--- config.mk ---
export PLATFORM = sky130hd
export DESIGN_NAME = yuv420_block_to_rgb
export DESIGN_NICKNAME = d
export VERILOG_FILES = /design/src/hw/rtl/y2r_pkg.sv /design/src/hw/rtl/y2r_chroma.sv /design/src/hw/rtl/y2r_lane.sv /design/src/hw/rtl/y2r_merge.sv /design/src/hw/rtl/yuv420_block_to_rgb.sv
export VERILOG_INCLUDE_DIRS = /design/src /design/src/hw/rtl
export SDC_FILE = /design/constraint.sdc
export NUM_CORES = 1
export LEC_CHECK = 0
export ABC_AREA = 0
export ABC_CLOCK_PERIOD_IN_PS = 4000
export BUFFER_PORTS_ARGS = -buffer_cell sky130_fd_sc_hd__buf_2
export CORE_AREA = 3 3 198 200
export DETAILED_ROUTE_END_ITERATION = 12
export DIE_AREA = 0 0 201 203
export PLACE_DENSITY_LB_ADDON = 0.2
export SLEW_MARGIN = 20
export SYNTH_ARGS = -nofsm -noshare
export SYNTH_HDL_FRONTEND = slang
export SYNTH_SLANG_ARGS = --single-unit
--- constraint.sdc ---
create_clock -name clk -period 4 [get_ports clk]
set_input_delay 0.2 -clock clk [delete_from_list [all_inputs] [get_ports clk]]
set_output_delay 0.2 -clock clk [all_outputs]
set_load 0.01 [all_outputs]
--- src/hw/rtl/yuv420_block_to_rgb_assert.svh ---
// Assertion macros for the 4:2:0 block to RGB converter.
`ifndef YUV420_BLOCK_TO_RGB_ASSERT_SVH
`define YUV420_BLOCK_TO_RGB_ASSERT_SVH

// Check that the consequent holds in the cycle after the antecedent.
`define Y2R_ASSERT_NEXT(lbl, ante, cons) \
	lbl: assert property (@(posedge clk) disable iff (!arst_n) (ante) |=> (cons)) \
		else $error("y2r: next-cycle check failed");

// Check that the consequent holds in the same cycle as the antecedent.
`define Y2R_ASSERT_SAME(lbl, ante, cons) \
	lbl: assert property (@(posedge clk) disable iff (!arst_n) (ante) |-> (cons)) \
		else $error("y2r: same-cycle check failed");

`endif

--- src/hw/rtl/y2r_pkg.sv ---
// Types and constants of the 4:2:0 block to RGB converter.
package y2r_pkg;

	localparam int unsigned TERM_W = 10;
	localparam int unsigned SUM_W  = 12;
	localparam int unsigned PROD_W = 20;

	localparam logic signed [10:0] COEF_Y  = 11'sd298;
	localparam logic signed [10:0] COEF_RV = 11'sd409;
	localparam logic signed [10:0] COEF_GV = 11'sd208;
	localparam logic signed [10:0] COEF_GU = 11'sd100;
	localparam logic signed [10:0] COEF_BU = 11'sd516;
	localparam logic signed [9:0]  LUMA_OFS   = 10'sd16;
	localparam logic signed [9:0]  CHROMA_OFS = 10'sd128;
	localparam logic signed [PROD_W-1:0] ROUND = 20'sd128;

	typedef logic signed [TERM_W-1:0] term_t;

	typedef struct packed {
		logic [7:0] luma_top_left;
		logic [7:0] luma_top_right;
		logic [7:0] luma_bottom_left;
		logic [7:0] luma_bottom_right;
		logic [7:0] chroma_blue;
		logic [7:0] chroma_red;
	} yuv_t;

	typedef struct packed {
		logic [7:0] red_top_left;
		logic [7:0] green_top_left;
		logic [7:0] blue_top_left;
		logic [7:0] red_top_right;
		logic [7:0] green_top_right;
		logic [7:0] blue_top_right;
		logic [7:0] red_bottom_left;
		logic [7:0] green_bottom_left;
		logic [7:0] blue_bottom_left;
		logic [7:0] red_bottom_right;
		logic [7:0] green_bottom_right;
		logic [7:0] blue_bottom_right;
	} rgb_t;

	typedef struct packed {
		term_t rv;
		term_t gv;
		term_t gu;
		term_t bu;
	} chroma_t;

	typedef struct packed {
		logic [7:0] red;
		logic [7:0] green;
		logic [7:0] blue;
	} pix_t;

	typedef struct packed {
		logic adv_s1;
		logic adv_s2;
		logic valid_s1;
	} ctl_t;

endpackage

--- src/hw/rtl/y2r_chroma.sv ---
// Shared chroma terms of one block, registered into the first stage.
module y2r_chroma (
	input  logic             clk,
	input  y2r_pkg::ctl_t    ctl,
	input  logic [7:0]       chroma_blue,
	input  logic [7:0]       chroma_red,
	output y2r_pkg::chroma_t terms_s1
);

	logic signed [9:0]                   u;
	logic signed [9:0]                   v;
	logic signed [y2r_pkg::PROD_W-1:0]   rv_p;
	logic signed [y2r_pkg::PROD_W-1:0]   gv_p;
	logic signed [y2r_pkg::PROD_W-1:0]   gu_p;
	logic signed [y2r_pkg::PROD_W-1:0]   bu_p;
	y2r_pkg::chroma_t                    terms;

	assign u = $signed({2'b00, chroma_blue}) - y2r_pkg::CHROMA_OFS;
	assign v = $signed({2'b00, chroma_red}) - y2r_pkg::CHROMA_OFS;

	assign rv_p = 20'(v) * 20'(y2r_pkg::COEF_RV) + y2r_pkg::ROUND;
	assign gv_p = 20'(v) * 20'(y2r_pkg::COEF_GV) + y2r_pkg::ROUND;
	assign gu_p = 20'(u) * 20'(y2r_pkg::COEF_GU) + y2r_pkg::ROUND;
	assign bu_p = 20'(u) * 20'(y2r_pkg::COEF_BU) + y2r_pkg::ROUND;

	always_comb begin
		terms.rv = y2r_pkg::term_t'(rv_p >>> 8);
		terms.gv = y2r_pkg::term_t'(gv_p >>> 8);
		terms.gu = y2r_pkg::term_t'(gu_p >>> 8);
		terms.bu = y2r_pkg::term_t'(bu_p >>> 8);
	end

	always_ff @(posedge clk) begin
		if (ctl.adv_s1) begin
			terms_s1 <= terms;
		end
	end

endmodule

--- src/hw/rtl/y2r_lane.sv ---
// One pixel lane: scaled luma, channel sums and clamping.
module y2r_lane (
	input  logic             clk,
	input  y2r_pkg::ctl_t    ctl,
	input  logic [7:0]       luma,
	input  y2r_pkg::chroma_t terms_s1,
	output y2r_pkg::pix_t    pix_s2
);

	logic signed [9:0]                 yoff;
	logic signed [y2r_pkg::PROD_W-1:0] y_p;
	y2r_pkg::term_t                    yt_s1;
	logic signed [y2r_pkg::SUM_W-1:0]  r_sum;
	logic signed [y2r_pkg::SUM_W-1:0]  g_sum;
	logic signed [y2r_pkg::SUM_W-1:0]  b_sum;
	y2r_pkg::pix_t                     pix;

	function automatic logic [7:0] clamp(input logic signed [y2r_pkg::SUM_W-1:0] s);
		logic [7:0] r;
		if (s < 0) begin
			r = 8'd0;
		end else if (s > 12'sd255) begin
			r = 8'hFF;
		end else begin
			r = s[7:0];
		end
		return r;
	endfunction

	assign yoff = $signed({2'b00, luma}) - y2r_pkg::LUMA_OFS;
	assign y_p  = 20'(yoff) * 20'(y2r_pkg::COEF_Y);

	always_ff @(posedge clk) begin
		if (ctl.adv_s1) begin
			yt_s1 <= y2r_pkg::term_t'(y_p >>> 8);
		end
	end

	assign r_sum = 12'(yt_s1) + 12'(terms_s1.rv);
	assign g_sum = 12'(yt_s1) - 12'(terms_s1.gv) - 12'(terms_s1.gu);
	assign b_sum = 12'(yt_s1) + 12'(terms_s1.bu);

	always_comb begin
		pix.red   = clamp(r_sum);
		pix.green = clamp(g_sum);
		pix.blue  = clamp(b_sum);
	end

	always_ff @(posedge clk) begin
		if (ctl.adv_s2) begin
			pix_s2 <= pix;
		end
	end

endmodule

--- src/hw/rtl/y2r_merge.sv ---
// Pipeline flow control and packing of the four lanes into one result.
module y2r_merge (
	input  logic                     clk,
	input  logic                     arst_n,
	input  logic                     yuv_valid,
	input  logic                     rgb_stall,
	input  y2r_pkg::pix_t [3:0]      pix_s2,
	output y2r_pkg::ctl_t            ctl,
	output logic                     yuv_stall,
	output logic                     rgb_valid,
	output y2r_pkg::rgb_t            rgb
);

	logic valid_s1;
	logic valid_s2;
	logic adv_s1;
	logic adv_s2;

	assign adv_s2 = !valid_s2 || !rgb_stall;
	assign adv_s1 = !valid_s1 || adv_s2;

	always_ff @(posedge clk or negedge arst_n) begin
		if (!arst_n) begin
			valid_s1 <= 1'b0;
			valid_s2 <= 1'b0;
		end else begin
			if (adv_s1) begin
				valid_s1 <= yuv_valid;
			end
			if (adv_s2) begin
				valid_s2 <= valid_s1;
			end
		end
	end

	always_comb begin
		ctl.adv_s1   = adv_s1;
		ctl.adv_s2   = adv_s2;
		ctl.valid_s1 = valid_s1;
	end

	assign yuv_stall = !adv_s1;
	assign rgb_valid = valid_s2;

	always_comb begin
		rgb.red_top_left       = pix_s2[0].red;
		rgb.green_top_left     = pix_s2[0].green;
		rgb.blue_top_left      = pix_s2[0].blue;
		rgb.red_top_right      = pix_s2[1].red;
		rgb.green_top_right    = pix_s2[1].green;
		rgb.blue_top_right     = pix_s2[1].blue;
		rgb.red_bottom_left    = pix_s2[2].red;
		rgb.green_bottom_left  = pix_s2[2].green;
		rgb.blue_bottom_left   = pix_s2[2].blue;
		rgb.red_bottom_right   = pix_s2[3].red;
		rgb.green_bottom_right = pix_s2[3].green;
		rgb.blue_bottom_right  = pix_s2[3].blue;
	end

endmodule

--- src/hw/rtl/yuv420_block_to_rgb.sv ---
// Converts one 2x2 block of 4:2:0 video (four luma, shared U and V) into four
// RGB888 pixels with BT.601 integer coefficients and clamping. A block is
// taken every cycle while yuv_stall is low; the first stage forms the chroma
// terms and the four scaled lumas with constant multiplies, the second forms
// and clamps the channel sums in four side-by-side lanes. The result register
// holds a valid result while rgb_stall is high, and yuv_stall is high in the
// same cycle once both stages hold a block and rgb_stall is high.
`include "yuv420_block_to_rgb_assert.svh"

module yuv420_block_to_rgb (
	input  logic          clk,
	input  logic          arst_n,
	input  logic          yuv_valid,
	output logic          yuv_stall,
	input  y2r_pkg::yuv_t yuv,
	output logic          rgb_valid,
	input  logic          rgb_stall,
	output y2r_pkg::rgb_t rgb
);

	y2r_pkg::ctl_t            ctl;
	y2r_pkg::chroma_t         terms_s1;
	y2r_pkg::pix_t [3:0]      pix_s2;
	logic [3:0][7:0]          luma;

	assign luma[0] = yuv.luma_top_left;
	assign luma[1] = yuv.luma_top_right;
	assign luma[2] = yuv.luma_bottom_left;
	assign luma[3] = yuv.luma_bottom_right;

	y2r_chroma u_chroma (
		.clk         (clk),
		.ctl         (ctl),
		.chroma_blue (yuv.chroma_blue),
		.chroma_red  (yuv.chroma_red),
		.terms_s1    (terms_s1)
	);

	for (genvar i = 0; i < 4; i++) begin : g_lane
		y2r_lane u_lane (
			.clk      (clk),
			.ctl      (ctl),
			.luma     (luma[i]),
			.terms_s1 (terms_s1),
			.pix_s2   (pix_s2[i])
		);
	end

	y2r_merge u_merge (
		.clk       (clk),
		.arst_n    (arst_n),
		.yuv_valid (yuv_valid),
		.rgb_stall (rgb_stall),
		.pix_s2    (pix_s2),
		.ctl       (ctl),
		.yuv_stall (yuv_stall),
		.rgb_valid (rgb_valid),
		.rgb       (rgb)
	);

	`Y2R_ASSERT_SAME(a_ready_when_drained, (!rgb_valid || !rgb_stall), !yuv_stall)
	`Y2R_ASSERT_NEXT(a_transfer_fills_s1, (yuv_valid && !yuv_stall), ctl.valid_s1)
	`Y2R_ASSERT_NEXT(a_s1_reaches_output, (ctl.valid_s1 && ctl.adv_s2), rgb_valid)

endmodule

Yosys cells after proc, flatten, opt, wreduce, memory -nomap -nowiden
Index checks and enable logic that the tools add are counted.
{ "word_totals": {"elab_cells": 98, "latch_bits": 0, "out_inout_bits": 98, "mem_bits_rw": 0, "memories": 0, "mem_bits_ro": 0, "inputBits": 52, "reg_bits": 178} }
{ "op_classes": {"eq_ne": 0, "magnitude_cmp": 24, "n_shift": 0, "n_bitwise": 0, "div_mod_pow": 0, "n_mux": 12, "add_sub_neg": 26, "n_reduce_logical": 6, "n_mul": 8} }
{ "ops": {"columns": ["operator", "n"], "rows": [
  ["$mux W8", 12],
  ["$add A10 B10 Y11", 8],
  ["$gt A11 B9 Y1 const B", 8],
  ["$lt A11 B1 Y1 const B", 8],
  ["$add A18 B9 Y18 const B", 4],
  ["$mul A9 B9 Y17 const B", 4],
  ["$gt A12 B9 Y1 const B", 4],
  ["$lt A12 B1 Y1 const B", 4],
  ["$sub A11 B10 Y12", 4],
  ["$sub A10 B10 Y11", 4],
  ["$sub A8 B5 Y9 const B", 4],
  ["$mul A9 B10 Y18 const B", 1],
  ["$sub A8 B8 Y9 const B", 2],
  ["$mul A9 B9 Y16 const B", 1],
  ["$mul A9 B6 Y15 const B", 1],
  ["$mul A9 B5 Y14 const B", 1],
  ["$logic_not A1 Y1", 4],
  ["$logic_or A1 B1 Y1", 2]
]} }

Longest topological paths before layout
{ "logic_depth": {"word_depth": 4, "mapped_depth": 17, "mapped_depth_nobuf": 17} }

Hierarchy
From an unflattened synthesis, not the netlist that was laid out.
{ "hier_totals": {"cells_unflattened": 2259, "area_unflattened_um2": 22298.9} }
{ "by_module_without_submodules": {"columns": ["module", "seq_area_each_um2", "cells_each", "area_each_um2", "n_inst"], "rows": [
  ["y2r_chroma", 1201.2, 482, 4956.0, 1],
  ["y2r_lane at g_lane[0].u_lane", 1021.0, 428, 4190.3, 1],
  ["y2r_lane at g_lane[1].u_lane", 1021.0, 418, 4142.7, 1],
  ["y2r_lane at g_lane[3].u_lane", 1021.0, 415, 4113.9, 1],
  ["y2r_lane at g_lane[2].u_lane", 1021.0, 410, 4070.2, 1],
  ["y2r_merge", 50.0, 106, 825.8, 1]
]} }

Least setup slack after synthesis
Ideal clock, no wire load.
{ "synth_path": {"kind": "input to register", "startpoint": "in yuv[20] (netlist bit)", "endpoint": "reg g_lane[3].u_lane.yt_s1[9], data pin", "path_slack_ns": -0.851, "stages": 16, "required_time_ns": 3.706, "path_buffers": 0, "setup_ns": 0.294, "arrival_time_ns": 4.557, "path_cell_list": "inv_1 ha_1 nor3b_1 ha_1 ha_1 fa_1 inv_1 fa_1 inv_1 ha_1 a21o_1 a21oi_1 a31oi_1 o41a_1 a21oi_1 xnor2_1"} }
{ "synth_between": {"elab_chain_len": 2} }
{ "synth_lines": {"columns": ["item", "line", "source"], "rows": [
  ["start, declared", "yuv420_block_to_rgb.sv:15", "input y2r_pkg::yuv_t yuv,"],
  ["$sub A8 B5 Y9", "y2r_lane.sv:30", "assign yoff = $signed({2'b00, luma}) - y2r_pkg::LUMA_OFS;"],
  ["$mul A9 B9 Y17", "y2r_lane.sv:31", "assign y_p = 20'(yoff) * 20'(y2r_pkg::COEF_Y);"],
  ["via g_lane[3].u_lane.y_p (one bit)", "y2r_lane.sv:11", "logic signed [y2r_pkg::PROD_W-1:0] y_p;"],
  ["end signal, assigned", "y2r_lane.sv:35", "yt_s1 <= y2r_pkg::term_t'(y_p >>> 8);"],
  ["end, declared", "y2r_lane.sv:12", "y2r_pkg::term_t yt_s1;"]
]} }
The timed path passes the listed nets, and every way through them passes these cells.
A chain may end at the register's enable or synchronous reset.

Final worst setup path
{ "layout_path": {"startpoint": "in yuv[37] (netlist bit)", "endpoint": "reg g_lane[1].u_lane.yt_s1[9], data pin"} }
{ "layout_between": {"elab_chain_len": 2} }
{ "layout_lines": {"columns": ["item", "line"], "rows": [
  ["$sub A8 B5 Y9", "y2r_lane.sv:30"],
  ["$mul A9 B9 Y17", "y2r_lane.sv:31"],
  ["via g_lane[1].u_lane.y_p (one bit)", "y2r_lane.sv:11"],
  ["end signal, assigned", "y2r_lane.sv:35"],
  ["end, declared", "y2r_lane.sv:12"]
]} }
The timed path passes the listed nets, and every way through them passes these cells.

==> reports/metrics.yaml <==
status: "complete, no violations"
rsz0062_at_grt: "false"
crit_slowest_cell: "fa_1"
dp_hpwl_um: 40800
yosys.area.top_type: "edfxtp_1"
antenna_found_initial: 0
ys_seq_elements: 178
path_cells: "buf_2 -> nor3_2 -> xor2_1 -> ha_1 -> ha_1 -> ha_1 -> inv_1 -> fa_1 -> inv_1 -> ha_1 -> a21oi_2 -> o22ai_2 -> o41a_1 -> a41o_1 -> nor4_1 -> nor3_1 -> xnor2_1"
yosys_warnings: 0
synthArstFlopShare: 0.0112
path_max_fanout: 3
max_freq_ghz: 0.267
clock-sinks: 178
insertion_delay_ns: 0.46
p_sw_uw: 10800
clockBufferDepth: 2
drv_cap: 0
period_minus_slack_ns: 3.75
finalWirelength_um: 50100
slowest_delay_ns: 0.53
cp_data_arrival_time_ns: 3.96
ioPinCount: 150
synth_edf_count: 176
clockPowerShare: 0.075
num_antenna_cells: 0
wire_per_inst_um: 17.6
cts_inserted_buffers: 17
cpLargestDelayFamily: "adder cells"
required_ns: 4.20
avgSynthCellArea_um2: 10.0
finClkSkew_ns: 0.0128
p_int_uw: 11600
power_density_mw_per_mm2: 947
seqPwrFrac: 0.193
fin_area_mm2: 0.0236
first_pass_iters: 5
grt_pass1_vias: 15900
synth.area.top_cells: "edfxtp_1 26%, ha_1 24%, fa_1 11%"
drv_slew: 0
root_buffer: "clkbuf_16"
die-height_um: 203
crit_top_cell: "ha_1"
start_util: 0.548
htreeDepth: 4
netlist-cell-type-count: 67
synthesis.area_mm2: 0.0206
die_w_um: 201
finalSetupViolations: 0
power_uw: 22400
peakVddDrop_v: 0.000474
grt-ovfl-total: 0
vias_per_cell: 5.57
syn_nets: 2611
critical_path_buf_inv_count: 3
max_slew_margin: 0.440
hold_viol_final: 0
mostFrequentLayoutCell: "ha_1"
fin_nets: 2878
grt_use_total: 0.250
grt_max_degree: 49
tritoncts: "yes"
syn2layout_area_growth_pct: 14.8
coreArea_mm2: 0.0376
finalCritPeriodShare: 0.938
p_sw_frac: 0.483
path_class: "in2reg"
gp_congestion: 0.930
comb_power_share: 0.732
io_buffers: 149
grt_pass1_wl_um: 81000
worst_pin_slew_ns: 0.830
synth_top_area_frac: 0.256
cp-end-kind: "flop"
drc: 0
place_area_mm2: 0.0230
nFillCells: 3088
p_leak_uw: 0.0113
path_clk_slew_ns: 0.07
rows: 71
die_area_mm2: 0.0408
routed-via-count: 15800
layout-drive-gt1-share: 0.154
synth_top_flop_cell: "edfxtp_1"
ant_nets: 0
hp-class: "in2async"
final_cell_mix: "383 x ha_1, 302 x inv_1, 176 x edfxtp_1"
synthCells: 2051
drt_iter0_markers: 866
synth.yosys.seq_area_share: 0.259
start_kind: "input pin"
-- worst paths after layout --
| check | start | endpoint | slack, ns | cells after the start |
|---|---|---|---|---|
| max in group asynchronous | arst_n | u_merge.rgb_valid | 3.84 | 2 |
| hold / removal | arst_n | u_merge.valid_s1 | 0.06 | 2 |
| min in group clk | rgb_stall | g_lane[1].u_lane.pix_s2[4] | 0.17 | 2 |
| hold reg to reg | u_merge.valid_s1 | u_merge.rgb_valid | 0.54 | 1 |
| setup reg to reg | u_chroma.terms_s1[28] | g_lane[2].u_lane.pix_s2[11] | 0.48 | 9 |
| setup / recovery | yuv[37] | g_lane[1].u_lane.yt_s1[9] | 0.25 | 17 |
-- cells in the mapped netlist (21+ instances only) --
cell type	count
xnor2_1	103
o21ai_0	69
nand2b_1	21
inv_1	311
a21o_1	71
nand2_1	63
edfxtp_1	176
nand3_1	26
nor2_1	105
ha_1	392
fa_1	116
nor2b_1	32
o21a_1	43
xor2_1	81
a21oi_1	150
nor3_1	32
-- routing by layer --
layer	up-vias	GRT usage	wire length [um]
li1	7837	-	-
met1	7532	0.318	21700
met2	359	0.413	22900
met3	111	0.0524	3150
met4	0	0.108	2380
met5	-	0	0
-- stage by stage --
stage | TNS (ns) | cells | utilization | setup WS, ns | hold slack [ns]
floorplan | -0.0774 | 2051 | - | -0.0362 | -0.0956
global placement | -1.67 | 2807 | 0.613 | -0.220 | -0.0132
detailed placement | -3.10 | 2807 | 0.613 | -0.322 | -0.0103
CTS | 0 | 2841 | 0.629 | 0.149 | 0.0450
global route | 0 | 2842 | 0.629 | 0.0107 | 0.0683
finish | 0 | 2842 | 0.629 | 0.248 | 0.0640
-- cells by family (layout without fill, tap and decap cells) --
group	after synthesis	count (layout)	synth area share
mux	13	13	0.00698
xor+xnor	184	184	0.0782
fa+ha+maj	508	508	0.351
buf+inv	320	600	0.0583
compound gates	458	458	0.144
flops	178	178	0.259
simple gates	390	390	0.103
-- power groups by stage --
| stage | clock (uW) | sequential (uW) | combinational (uW) |
|---|---|---|---|
| after global placement | 0 | 4320 | 15900 |
| final | 1680 | 4310 | 16400 |
| after CTS | 1720 | 4310 | 16400 |
| after global routing | 1780 | 4390 | 18500 |
| after floorplan | 0 | 4240 | 11900 |
| after detailed placement | 0 | 4330 | 16200 |
-- worst reg2reg max path, delay by kind of cell (launching register included) --
family                   cells  cell delay [ns]
buffers and inverters        1             0.33
AO/OA/AOI/OAI                4             0.94
AND/OR/NAND/NOR              2             0.70
adder cells (fa/ha/maj)      2             0.87
flip-flops                   1             0.38
-- area by class of cell --
| cell class | instances | area, um2 | share of cell area |
|---|---|---|---|
| multi-input combinational | 1553 | 14300 | 0.605 |
| sequential | 178 | 5340 | 0.226 |
| timing repair buffer | 257 | 1560 | 0.0660 |
| inverter | 311 | 1220 | 0.0516 |
| tap | 511 | 639 | 0.0270 |
| clock buffer | 18 | 429 | 0.0181 |
| clock inverter | 14 | 146 | 0.00619 |
-- what timing repair did --
| action | 4_1_cts | 5_1_grt |
|---|---|---|
| gates resized for setup | 0 | 3 |
| setup buffers | 0 | 1 |
| hold buffers | 2 | 0 |
| endpoints found under the hold margin | 3 | 0 |
| endpoints found under the setup margin | 0 | 2 |
-- sequential cells by signal, summed over array words and instances, names as in the netlist --
register              flops
g_lane.u_lane.pix_s2     96
g_lane.u_lane.yt_s1      40
u_chroma.terms_s1        40
u_merge.rgb_valid         1
u_merge.valid_s1          1
(Power assumes the default switching activity.)
